--- config.mk ---
export PLATFORM = sky130hd
export DESIGN_NAME = box_intersection_over_union_flat
export DESIGN_NICKNAME = d
export VERILOG_FILES = /design/src/hdl/iou_pkg.sv /design/src/hdl/iou_ifs.sv /design/src/hdl/iou_geom.sv /design/src/hdl/iou_div.sv /design/src/hdl/box_intersection_over_union.sv /design/src/flat_wrapper.sv
export SDC_FILE = /design/constraint.sdc
export NUM_CORES = 2
export LEC_CHECK = 0
export ABC_AREA = 0
export BUFFER_PORTS_ARGS = -buffer_cell sky130_fd_sc_hd__buf_2
export CAP_MARGIN = 10
export CORE_MARGIN = 2
export CORE_UTILIZATION = 58
export DETAILED_ROUTE_END_ITERATION = 10
export PLACE_DENSITY_LB_ADDON = 0.05
export SLEW_MARGIN = 20
export SYNTH_ARGS = -nofsm -noshare
export SYNTH_HDL_FRONTEND = slang
export SYNTH_SLANG_ARGS = --single-unit
--- constraint.sdc ---
create_clock -name clk -period 34 [get_ports clk]
set_clock_uncertainty 0.05 [all_clocks]
set_input_delay 6.8 -clock clk [delete_from_list [all_inputs] [get_ports clk]]
set_output_delay 6.8 -clock clk [all_outputs]
set_load 0.01 [all_outputs]
--- src/hdl/iou_pkg.sv ---
// iou_pkg: shared types for the box intersection-over-union pipeline
// no dependencies; imported by iou_geom, iou_div and the top level
`default_nettype none

package iou_pkg;

  // control that travels with each item down the pipeline
  typedef struct packed {
    logic valid;
    logic empty;
  } iou_ctrl_t;

endpackage

`default_nettype wire

--- src/hdl/iou_ifs.sv ---
// iou_ifs: valid/ready channel interfaces for box pairs in and ratios out
// depends on nothing beyond the parameters passed in by the top level
`default_nettype none

interface iou_box_if #(
  parameter int COORD_BITS = 12
);
  logic                  valid;
  logic                  ready;
  logic [COORD_BITS-1:0] a_left;
  logic [COORD_BITS-1:0] a_top;
  logic [COORD_BITS-1:0] a_width;
  logic [COORD_BITS-1:0] a_height;
  logic [COORD_BITS-1:0] b_left;
  logic [COORD_BITS-1:0] b_top;
  logic [COORD_BITS-1:0] b_width;
  logic [COORD_BITS-1:0] b_height;

  modport source (
    output valid, a_left, a_top, a_width, a_height, b_left, b_top, b_width, b_height,
    input  ready
  );
  modport sink (
    input  valid, a_left, a_top, a_width, a_height, b_left, b_top, b_width, b_height,
    output ready
  );
endinterface

interface iou_ratio_if #(
  parameter int FRAC_BITS = 16
);
  logic               valid;
  logic               ready;
  logic [FRAC_BITS:0] ratio;
  logic               union_empty;

  modport source (
    output valid, ratio, union_empty,
    input  ready
  );
  modport sink (
    input  valid, ratio, union_empty,
    output ready
  );
endinterface

`default_nettype wire

--- src/hdl/iou_geom.sv ---
// iou_geom: three pipeline stages: overlaps, area products, union area
// depends on iou_pkg
`default_nettype none

module iou_geom #(
  parameter int COORD_BITS = 12
) (
  input  wire logic                      clk,
  input  wire logic                      rst_n,
  input  wire logic                      en,
  input  wire logic                      in_valid,
  input  wire logic [COORD_BITS-1:0]     a_left,
  input  wire logic [COORD_BITS-1:0]     a_top,
  input  wire logic [COORD_BITS-1:0]     a_width,
  input  wire logic [COORD_BITS-1:0]     a_height,
  input  wire logic [COORD_BITS-1:0]     b_left,
  input  wire logic [COORD_BITS-1:0]     b_top,
  input  wire logic [COORD_BITS-1:0]     b_width,
  input  wire logic [COORD_BITS-1:0]     b_height,
  output iou_pkg::iou_ctrl_t             ctrl,
  output logic [2*COORD_BITS-1:0]        inter,
  output logic [2*COORD_BITS:0]          uni
);
  import iou_pkg::*;

  localparam int CW = COORD_BITS;
  localparam int AW = 2 * COORD_BITS;
  localparam int UW = AW + 1;

  logic [CW:0]   ax_hi, bx_hi, ay_hi, by_hi;
  logic [CW-1:0] lo_x, lo_y;
  logic [CW:0]   hi_x, hi_y, ov_x_full, ov_y_full;

  logic          s1_valid_r;
  logic [CW-1:0] ov_x_r, ov_y_r, aw_r, ah_r, bw_r, bh_r;

  logic          s2_valid_r;
  logic [AW-1:0] inter2_r, area_a_r, area_b_r;

  logic [UW-1:0] uni_nxt;
  iou_ctrl_t     ctrl_r;
  logic [AW-1:0] inter_r;
  logic [UW-1:0] uni_r;

  // overlap on each axis, zero when disjoint
  always_comb begin
    ax_hi = {1'b0, a_left} + {1'b0, a_width};
    bx_hi = {1'b0, b_left} + {1'b0, b_width};
    ay_hi = {1'b0, a_top} + {1'b0, a_height};
    by_hi = {1'b0, b_top} + {1'b0, b_height};
    lo_x  = (a_left > b_left) ? a_left : b_left;
    lo_y  = (a_top > b_top) ? a_top : b_top;
    hi_x  = (ax_hi < bx_hi) ? ax_hi : bx_hi;
    hi_y  = (ay_hi < by_hi) ? ay_hi : by_hi;
    ov_x_full = (hi_x > {1'b0, lo_x}) ? hi_x - {1'b0, lo_x} : '0;
    ov_y_full = (hi_y > {1'b0, lo_y}) ? hi_y - {1'b0, lo_y} : '0;
  end

  assign uni_nxt = {1'b0, area_a_r} + {1'b0, area_b_r} - {1'b0, inter2_r};

  always_ff @(posedge clk) begin
    if (!rst_n) begin
      s1_valid_r   <= 1'b0;
      s2_valid_r   <= 1'b0;
      ctrl_r.valid <= 1'b0;
    end else if (en) begin
      s1_valid_r   <= in_valid;
      s2_valid_r   <= s1_valid_r;
      ctrl_r.valid <= s2_valid_r;
    end
  end

  always_ff @(posedge clk) begin
    if (en) begin
      ov_x_r       <= ov_x_full[CW-1:0];
      ov_y_r       <= ov_y_full[CW-1:0];
      aw_r         <= a_width;
      ah_r         <= a_height;
      bw_r         <= b_width;
      bh_r         <= b_height;
      inter2_r     <= {{CW{1'b0}}, ov_x_r} * {{CW{1'b0}}, ov_y_r};
      area_a_r     <= {{CW{1'b0}}, aw_r} * {{CW{1'b0}}, ah_r};
      area_b_r     <= {{CW{1'b0}}, bw_r} * {{CW{1'b0}}, bh_r};
      inter_r      <= inter2_r;
      uni_r        <= uni_nxt;
      ctrl_r.empty <= (uni_nxt == '0);
    end
  end

  assign ctrl  = ctrl_r;
  assign inter = inter_r;
  assign uni   = uni_r;

endmodule

`default_nettype wire

--- src/hdl/iou_div.sv ---
// iou_div: restoring divider, one quotient bit per pipeline stage, plus output register
// depends on iou_pkg
`default_nettype none

module iou_div #(
  parameter int COORD_BITS = 12,
  parameter int FRAC_BITS  = 16
) (
  input  wire logic                  clk,
  input  wire logic                  rst_n,
  input  wire logic                  en,
  input  wire iou_pkg::iou_ctrl_t    ctrl_in,
  input  wire logic [2*COORD_BITS-1:0] inter,
  input  wire logic [2*COORD_BITS:0]   uni,
  output iou_pkg::iou_ctrl_t         ctrl_out,
  output logic [FRAC_BITS:0]         ratio
);
  import iou_pkg::*;

  localparam int RW = 2 * COORD_BITS + 1;
  localparam int TW = RW + 1;
  localparam int NS = FRAC_BITS + 1;

  logic [TW-1:0]      trial   [0:NS-1];
  logic [RW-1:0]      uni_cur [0:NS-1];
  logic [TW-1:0]      diff    [0:NS-1];
  logic [NS-1:0]      ge;
  logic [RW-1:0]      rem_nxt [0:NS-2];
  logic [FRAC_BITS:0] q_nxt   [0:NS-1];
  iou_ctrl_t          ctrl_nxt [0:NS-1];

  logic [RW-1:0]      rem_r   [0:NS-2];
  logic [RW-1:0]      uni_r   [0:NS-2];
  logic [FRAC_BITS:0] q_r     [0:NS-1];
  iou_ctrl_t          ctrl_r  [0:NS-1];

  iou_ctrl_t          out_ctrl_r;
  logic [FRAC_BITS:0] ratio_r;

  always_comb begin
    for (int k = 0; k < NS; k++) begin
      if (k == 0) begin
        trial[k]    = {1'b0, 1'b0, inter};
        uni_cur[k]  = uni;
        ctrl_nxt[k] = ctrl_in;
      end else begin
        trial[k]    = {rem_r[k-1], 1'b0};
        uni_cur[k]  = uni_r[k-1];
        ctrl_nxt[k] = ctrl_r[k-1];
      end
      diff[k] = trial[k] - {1'b0, uni_cur[k]};
      ge[k]   = (trial[k] >= {1'b0, uni_cur[k]});
      if (k == 0) begin
        q_nxt[k] = {{FRAC_BITS{1'b0}}, ge[k]};
      end else begin
        q_nxt[k] = {q_r[k-1][FRAC_BITS-1:0], ge[k]};
      end
      if (k < NS - 1) begin
        rem_nxt[k] = ge[k] ? diff[k][RW-1:0] : trial[k][RW-1:0];
      end
    end
  end

  always_ff @(posedge clk) begin
    if (!rst_n) begin
      for (int k = 0; k < NS; k++) begin
        ctrl_r[k].valid <= 1'b0;
      end
      out_ctrl_r.valid <= 1'b0;
    end else if (en) begin
      for (int k = 0; k < NS; k++) begin
        ctrl_r[k] <= ctrl_nxt[k];
        q_r[k]    <= q_nxt[k];
      end
      for (int k = 0; k < NS - 1; k++) begin
        rem_r[k] <= rem_nxt[k];
        uni_r[k] <= uni_cur[k];
      end
      out_ctrl_r <= ctrl_r[NS-1];
      ratio_r    <= ctrl_r[NS-1].empty ? '0 : q_r[NS-1];
    end
  end

  assign ctrl_out = out_ctrl_r;
  assign ratio    = ratio_r;

endmodule

`default_nettype wire

--- src/hdl/box_intersection_over_union.sv ---
// box_intersection_over_union: top level of the box IoU pipeline
// depends on iou_pkg, iou_ifs, iou_geom and iou_div
//
// usage:
//   in_box carries one item per handshake: two boxes, each as left, top,
//   width and height. out_iou returns one item per input item, in order:
//   ratio = floor(intersection * 2^FRAC_BITS / union), so 2^FRAC_BITS is 1.0,
//   and union_empty, set when both boxes have zero area (ratio is then 0).
//   the pipeline has three stages for overlap, area products and union,
//   one restoring-divider stage per quotient bit, then the output register.
//   throughput is one item per cycle while out_iou does not stall; the
//   whole pipeline advances together.
//   when out_iou stalls with a result held, the pipeline freezes and
//   in_box.ready drops in the same cycle; nothing is lost or repeated.
//   synchronous active-low reset empties the pipeline; no other state exists.
`default_nettype none

module box_intersection_over_union #(
  parameter int COORD_BITS = 12,
  parameter int FRAC_BITS  = 16
) (
  input  wire logic    clk,
  input  wire logic    rst_n,
  iou_box_if.sink      in_box,
  iou_ratio_if.source  out_iou
);
  import iou_pkg::*;

  logic                  en;
  iou_ctrl_t             geom_ctrl;
  logic [2*COORD_BITS-1:0] geom_inter;
  logic [2*COORD_BITS:0]   geom_uni;
  iou_ctrl_t             div_ctrl;
  logic [FRAC_BITS:0]    div_ratio;

  assign en           = !div_ctrl.valid || out_iou.ready;
  assign in_box.ready = en;

  iou_geom #(
    .COORD_BITS(COORD_BITS)
  ) u_geom (
    .clk      (clk),
    .rst_n    (rst_n),
    .en       (en),
    .in_valid (in_box.valid),
    .a_left   (in_box.a_left),
    .a_top    (in_box.a_top),
    .a_width  (in_box.a_width),
    .a_height (in_box.a_height),
    .b_left   (in_box.b_left),
    .b_top    (in_box.b_top),
    .b_width  (in_box.b_width),
    .b_height (in_box.b_height),
    .ctrl     (geom_ctrl),
    .inter    (geom_inter),
    .uni      (geom_uni)
  );

  iou_div #(
    .COORD_BITS(COORD_BITS),
    .FRAC_BITS (FRAC_BITS)
  ) u_div (
    .clk      (clk),
    .rst_n    (rst_n),
    .en       (en),
    .ctrl_in  (geom_ctrl),
    .inter    (geom_inter),
    .uni      (geom_uni),
    .ctrl_out (div_ctrl),
    .ratio    (div_ratio)
  );

  assign out_iou.valid       = div_ctrl.valid;
  assign out_iou.ratio       = div_ratio;
  assign out_iou.union_empty = div_ctrl.empty;

endmodule

`default_nettype wire

--- src/flat_wrapper.sv ---
// flat-port wrapper written by rule: the top's interface ports become plain ports
module box_intersection_over_union_flat import iou_pkg::*;
#(
  parameter int COORD_BITS = 12,
  parameter int FRAC_BITS  = 16
)
  (clk, rst_n, in_box_valid, in_box_a_left, in_box_a_top, in_box_a_width, in_box_a_height, in_box_b_left, in_box_b_top, in_box_b_width, in_box_b_height, in_box_ready, out_iou_valid, out_iou_ratio, out_iou_union_empty, out_iou_ready);
  iou_box_if #(.COORD_BITS(COORD_BITS)) in_box_i ();
  iou_ratio_if #(.FRAC_BITS(FRAC_BITS)) out_iou_i ();
  input  wire logic clk;
  input  wire logic rst_n;
  input wire logic [$bits(in_box_i.valid)-1:0] in_box_valid;
  input wire logic [$bits(in_box_i.a_left)-1:0] in_box_a_left;
  input wire logic [$bits(in_box_i.a_top)-1:0] in_box_a_top;
  input wire logic [$bits(in_box_i.a_width)-1:0] in_box_a_width;
  input wire logic [$bits(in_box_i.a_height)-1:0] in_box_a_height;
  input wire logic [$bits(in_box_i.b_left)-1:0] in_box_b_left;
  input wire logic [$bits(in_box_i.b_top)-1:0] in_box_b_top;
  input wire logic [$bits(in_box_i.b_width)-1:0] in_box_b_width;
  input wire logic [$bits(in_box_i.b_height)-1:0] in_box_b_height;
  output wire logic [$bits(in_box_i.ready)-1:0] in_box_ready;
  output wire logic [$bits(out_iou_i.valid)-1:0] out_iou_valid;
  output wire logic [$bits(out_iou_i.ratio)-1:0] out_iou_ratio;
  output wire logic [$bits(out_iou_i.union_empty)-1:0] out_iou_union_empty;
  input wire logic [$bits(out_iou_i.ready)-1:0] out_iou_ready;
  assign in_box_i.valid = in_box_valid;
  assign in_box_i.a_left = in_box_a_left;
  assign in_box_i.a_top = in_box_a_top;
  assign in_box_i.a_width = in_box_a_width;
  assign in_box_i.a_height = in_box_a_height;
  assign in_box_i.b_left = in_box_b_left;
  assign in_box_i.b_top = in_box_b_top;
  assign in_box_i.b_width = in_box_b_width;
  assign in_box_i.b_height = in_box_b_height;
  assign in_box_ready = in_box_i.ready;
  assign out_iou_valid = out_iou_i.valid;
  assign out_iou_ratio = out_iou_i.ratio;
  assign out_iou_union_empty = out_iou_i.union_empty;
  assign out_iou_i.ready = out_iou_ready;
  box_intersection_over_union #(.COORD_BITS(COORD_BITS), .FRAC_BITS(FRAC_BITS)) u_core (.clk(clk), .rst_n(rst_n), .in_box(in_box_i), .out_iou(out_iou_i));
endmodule
Word-level counts from Yosys, hierarchy flattened
Memories as Yosys holds them, arrays and structs flattened. A register that Yosys moved wholly into a read port is not among the register bits.
Cells that the tools add are included.
{"block": "totals", "mem_bits_rw": 1123, "inputBits": 100, "mem_count": 4, "reg_bits": 199, "elab_cells": 133, "out_inout_bits": 20}
{"block": "op_classes", "n_lt_le_gt_ge": 23, "bitwise_logic": 17, "muxes": 41, "multipliers": 3, "reduce_logical": 4, "addsub": 24}
{"name": "u_core.u_div.rem_r", "depth": 16, "width": 25, "rd": 16, "rd_ports_with_merged_regs": 0, "wr": 16, "line": "iou_div.sv:32", "text": "logic [RW-1:0] rem_r [0:NS-2];"}
{"name": "u_core.u_div.uni_r", "depth": 16, "width": 25, "rd": 16, "rd_ports_with_merged_regs": 0, "wr": 16, "line": "iou_div.sv:33", "text": "logic [RW-1:0] uni_r [0:NS-2];"}
{"name": "u_core.u_div.q_r", "depth": 17, "width": 17, "rd": 17, "rd_ports_with_merged_regs": 1, "wr": 17, "line": "iou_div.sv:34", "text": "logic [FRAC_BITS:0] q_r [0:NS-1];"}
{"name": "u_core.u_div.ctrl_r", "depth": 17, "width": 2, "rd": 17, "rd_ports_with_merged_regs": 0, "wr": 17, "line": "iou_div.sv:35", "text": "iou_ctrl_t ctrl_r [0:NS-1];"}
{"cell": "greater-or-equal comparator 26 x 25 -> 1 bit", "count": 16}
{"cell": "2-to-1 mux 25 bit", "count": 16}
{"cell": "subtractor 25 bit", "count": 15}
{"cell": "multiplier 12 x 12 -> 24 bit", "count": 3}
{"cell": "adder 12 x 12 -> 13 bit", "count": 4}
{"cell": "greater-than comparator 13 x 12 -> 1 bit", "count": 2}
{"cell": "less-than comparator 13 bit", "count": 2}
{"cell": "2-to-1 mux 13 bit", "count": 2}
{"cell": "adder 24 x 24 -> 25 bit", "count": 1}
{"cell": "greater-or-equal comparator 24 x 25 -> 1 bit", "count": 1}
{"cell": "logical NOT 25 bit", "count": 1}
{"cell": "subtractor 24 x 25 -> 25 bit", "count": 1}
{"cell": "subtractor 25 x 24 -> 25 bit", "count": 1}
{"cell": "greater-than comparator 12 bit", "count": 2}
{"cell": "2-to-1 mux 12 bit", "count": 2}
{"cell": "subtractor 12 bit", "count": 2}
{"cell": "2-to-1 mux 1 bit", "count": 21}
{"cell": "OR 1 bit", "count": 17}
{"cell": "AND reduction 2 bit", "count": 1}
{"cell": "logical NOT 1 bit", "count": 1}
{"cell": "logical OR 1 bit", "count": 1}

Logic depth before layout (Yosys ltp)
{"block": "logic_depth", "ltp_word": 6, "depth_mapped": 31, "ltp_nobuf": 30}

Cells and area by module
Synthesis repeated with hierarchy kept, for this count alone.
{"block": "unflattened", "hier_cells": 7686, "area_unflattened_um2": 82257.6}
{"mod": "iou_div", "instances": 1, "cells_per_inst": 4834, "area_per_inst_um2": 55510.7}
{"mod": "iou_geom", "instances": 1, "cells_per_inst": 2851, "area_per_inst_um2": 26740.6}
{"mod": "box_intersection_over_union", "instances": 1, "cells_per_inst": 1, "area_per_inst_um2": 6.3}

Worst setup path before layout
No wires, ideal clock.
{"block": "synth_timing", "path_type": "input -> register", "start": "input port out_iou_ready", "end": "register u_core.u_div.out_ctrl_r, in the netlist u_core.u_div.ctrl_out[0] (enable)", "setup_ps": 1480, "required_ps": 32470, "path_stages": 4, "slack_ps": -2415, "t_arrival_ps": 34885, "cell_sequence": "nor2b_1 inv_1 clkbuf_1 and2_1"}
{"block": "synth_via", "elab_chain_cells": 2}
{"item": "start, declared", "line": "flat_wrapper.sv:25", "text": "input wire logic [$bits(out_iou_i.ready)-1:0] out_iou_ready;"}
{"item": "logical OR 1 bit", "line": "box_intersection_over_union.sv:36", "text": "assign en = !div_ctrl.valid || out_iou.ready;"}
{"item": "net in_box_ready", "line": "flat_wrapper.sv:21", "text": "output wire logic [$bits(in_box_i.ready)-1:0] in_box_ready;"}
{"item": "AND reduction 2 bit (no source line)"}
{"item": "end signal, assigned", "line": "iou_div.sv:79", "text": "out_ctrl_r <= ctrl_r[NS-1];"}
{"item": "end, declared", "line": "iou_div.sv:37", "text": "iou_ctrl_t out_ctrl_r;"}
The timed path passes the listed nets, and every way through them passes these cells.
A chain may end at the register's enable or synchronous reset.

Worst setup path in the final report
{"block": "layout_timing", "start": "input port out_iou_ready", "end": "output port in_box_ready"}
{"block": "layout_via", "elab_chain_cells": 1}
{"item": "logical OR 1 bit", "line": "box_intersection_over_union.sv:36"}
{"item": "end, declared", "line": "flat_wrapper.sv:21"}
No other way between the ends.

==> results.md <==
- The flow ran to the end, and the final reports show no timing, DRC or antenna violations.
- The wire length per cell is 19.1 µm.
- The type of the worst setup path is in2out.
- The post-synthesis cell area is 81,400 µm².
- The share of synthesized area in the top cell type comes to 0.442.
- Traced cell by cell, the critical path runs through buf_2 > nor2b_1 > inv_8 > buf_2.
- In this run the standard cell core region covers 139,000 µm².
- Data on the critical path is required at its endpoint by 27,150 ps.
- The horizontal extent of the die is 379 µm.
- The number of unique standard cell types used by synthesis is 94.
- The detailed-route DRC error count is 0.
- In this run the static leakage power is 39.1 nW.
- In this run the power density over the cells is 108 nW/µm².
- The vertical die dimension is 379 µm.
- The global-route usage over all layers is 0.261.
- In the finished design, the share of the clock period the worst path needs comes to 0.433.
- The main flop type after synthesis is sky130_fd_sc_hd__edfxtp_1.
- The first routing iteration left 3,928 violations.
- The count of clock tree sinks is 1,203.
- The share of async-settable or async-resettable flops after synthesis is 0.
- The cell with the most instances after synthesis is sky130_fd_sc_hd__edfxtp_1.
- The clock transition time at the flip-flop clock pins of the worst setup and hold paths is 60 ps.
- The number of gates resized after cts is 0.
- Counting flops and latches in the post-synthesis netlist gives 1,203.
- The initial cell density of the core is 0.584.
- The via count of the first global-routing pass was 53.4k.
- The mean area per synthesized cell is 10.8 µm².
- The clock reaches the later pin of the worst-skew pair after 770 ps.
- Of all nets on the critical path, the largest fanout is 25.
- TritonCTS built the clock tree.
- The largest incremental delay on the critical path is 540 ps.
- The wire length of the first global-routing pass is 292 mm.
- The data arrival time of the critical path is 7880 ps.
- CTS built an H-tree with a depth of 4.
- The number of violations of the max-capacitance limit is 0.
- The finished layout holds 9,626 standard cells, fillers aside.
- The number of warnings printed during yosys synthesis is 0.
- The final antenna-violating net count is 0.
- The overall die area is 143,000 µm².
- The hold-fix buffer count after cts is 0.
- After synthesis, the cell types taking the most area are sky130_fd_sc_hd__edfxtp_1 (44%), sky130_fd_sc_hd__ha_1 (12%), sky130_fd_sc_hd__fa_1 (8.5%).
- The type of element capturing the critical path is a primary output.
- The tightest min-delay check is of the reg2reg type.
- Summed over all nets, the half-perimeter wirelength after detailed placement is 142 mm.
- The area growth from synthesis to layout is 8.73%.
- The slew at the pin closest to its max-slew limit is 1050 ps.
- Once the clock tree was built, the setup fixing pass inserted 0 buffers.
- The worst path needs 14,730 ps of the cycle, external delays included.
- In this run, CTS created clock tree buffers numbering 134.
- The total wire length is 183 mm.
- The worst pin sits at a relative slew slack of 0.295.
- Sorting the synthesized cells by how often they occur yields sky130_fd_sc_hd__edfxtp_1 (1,199), sky130_fd_sc_hd__inv_1 (1,121), sky130_fd_sc_hd__ha_1 (752).
- Setup repair after global routing left no endpoint under its margin.
- The peak supply drop is 78.0 µV.
- The post-synth net total is 8,716.
- The maximum buffer depth of the clock tree is 3.
- Timing would allow up to 67.9 MHz.
- The number of enable-type register cells in the synthesized netlist is 1,199.
- Setup total negative slack on the finished layout was measured at 0 ps.
- The number of port buffers is 119.
- The largest net degree at the start of global routing is 159.
- The share of layout cells above drive strength 1 is 0.0707.
- For this run, the register share of the synthesized area comes to 0.443.
- The critical path's slowest cell is sky130_fd_sc_hd__nor2b_1.
- Summed over all layers, the global routing overflow is 0.
- The cell with the most instances on the worst path is sky130_fd_sc_hd__buf_2.
- The total instance count after detailed placement is 9,384.
- The final count of hold timing violations is 0.
- The number of nets at the end of the flow is 8,843.
- Dividing the detail-routed via count by the number of cells gives 5.65.
- At the end of routability-driven placement, the weighted congestion stood at 0.923.
- The instance count of the mapped netlist is 7,518.
- The iteration count of the initial detailed-routing pass is 6.
- The CTS root buffer is sky130_fd_sc_hd__clkbuf_16.
- After layout, the worst setup slack is 19,270 ps.
- The floorplan row count is 137.
- The type of origin of the critical path is an input pin.
- Across all layers, the routed design uses 54.4k vias.
- In this run the count of I/O pins placed on the die edge is 120.
- The initial antenna violation count is 7.
- OpenSTA, run right after detailed placement, puts the worst setup slack at 19,270 ps.
- The final number of max-transition violations is 0.
- The biggest area contributor in the post-synthesis netlist is sky130_fd_sc_hd__edfxtp_1.
- The count of final setup violators is 0.
flip-flops by register name (all words and copies together) (netlist names):
register                  count
u_core.u_div.ctrl_out         2
u_core.u_div.ctrl_r          34
u_core.u_div.q_r            153
u_core.u_div.ratio           17
u_core.u_div.rem_r          400
u_core.u_div.uni_r          400
u_core.u_geom.ah_r           12
u_core.u_geom.area_a_r       24
u_core.u_geom.area_b_r       24
u_core.u_geom.aw_r           12
u_core.u_geom.bh_r           12
u_core.u_geom.bw_r           12
u_core.u_geom.ctrl            2
u_core.u_geom.inter          24
u_core.u_geom.inter2_r       24
u_core.u_geom.ov_x_r         12
u_core.u_geom.ov_y_r         12
u_core.u_geom.s1_valid_r      1
u_core.u_geom.s2_valid_r      1
u_core.u_geom.uni            25
kinds of logic after synthesis:
family,share of synthesized area
compound gates,0.118
fa+ha+maj,0.201
mux,0.0248
xor+xnor,0.0472
buf+inv,0.0600
flops,0.443
simple gates,0.107
report_power, final:
| part | leakage, nW | internal, W | switching [W] |
|---|---|---|---|
| registers | 12.0 | 0.00239 | 0.000341 |
| clock network | 2.19 | 0.000868 | 0.000596 |
| logic | 24.9 | 0.00227 | 0.00308 |
| total | 39.1 | 0.00553 | 0.00402 |
worst paths after layout:
check                                        start                                   end  slack (ps)  cells past startpoint
max                                  out_iou_ready                          in_box_ready       19270                      4
min              u_core.u_div.q_r[10][6]$_DFFE_PP_     u_core.u_div.q_r[11][7]$_DFFE_PP_         350                      0
max reg2reg  u_core.u_geom.ov_y_r[5]$_SDFFCE_PP0N_  u_core.u_geom.inter2_r[21]$_DFFE_PN_       27110                     18
min reg2reg      u_core.u_div.q_r[10][6]$_DFFE_PP_     u_core.u_div.q_r[11][7]$_DFFE_PP_         350                      0
through the flow:
stage / hold slack, ps / total power, W / utilization / area (µm²)
global placement: 350 / 0.00798 / 0.603 / 84000
finish: 348 / 0.00955 / 0.635 / 88500
floorplan: 350 / 0.00671 / - / 81400
detailed placement: 355 / 0.00806 / 0.603 / 84000
global route: 365 / 0.0104 / 0.635 / 88500
CTS: 334 / 0.00959 / 0.635 / 88500
cell type report:
class	count	area [µm²]
fill	11000	50800
multi-input combinational	5030	40500
sequential	1203	36100
inverter	1122	4220
clock buffer	156	3520
tap	1876	2350
clock inverter	84	967
timing repair buffer	154	895
antenna	1	2.50
layer usage:
metal / wire (µm) / global-route usage / up-vias
met5: 21 / 0 / -
met4: 6650 / 0.0953 / 4
met3: 8150 / 0.0314 / 296
met2: 87000 / 0.433 / 1227
met1: 81600 / 0.354 / 26400
li1: - / - / 26400
cells in the final DEF (no fill, tap or decap), drive strengths merged, types with 61 or more instances in the layout:
master  netlist  layout
clkbuf      132     156
edfxtp     1199    1199
inv        1122    1125
nor2b        98      98
nand3        76      76
nor2        398     398
ha          752     752
nand4        61      61
nand2       577     577
a21o        191     191
clkinv        0      63
and2        181     181
mux2        136     136
o21ai       366     366
nor3         96      96
buf          31     154
o21a         68      68
o21bai       66      66
fa          346     346
xnor2       278     278
and3         72      72
a21oi       514     514
xor2        161     161
nand2b       92      92
critical path, delay by kind of cell:
kind	cells	cell delay [ps]
AND/OR/NAND/NOR	1	540
buffers and inverters	3	500
Note: power is estimated with default switching activity, not from simulation.
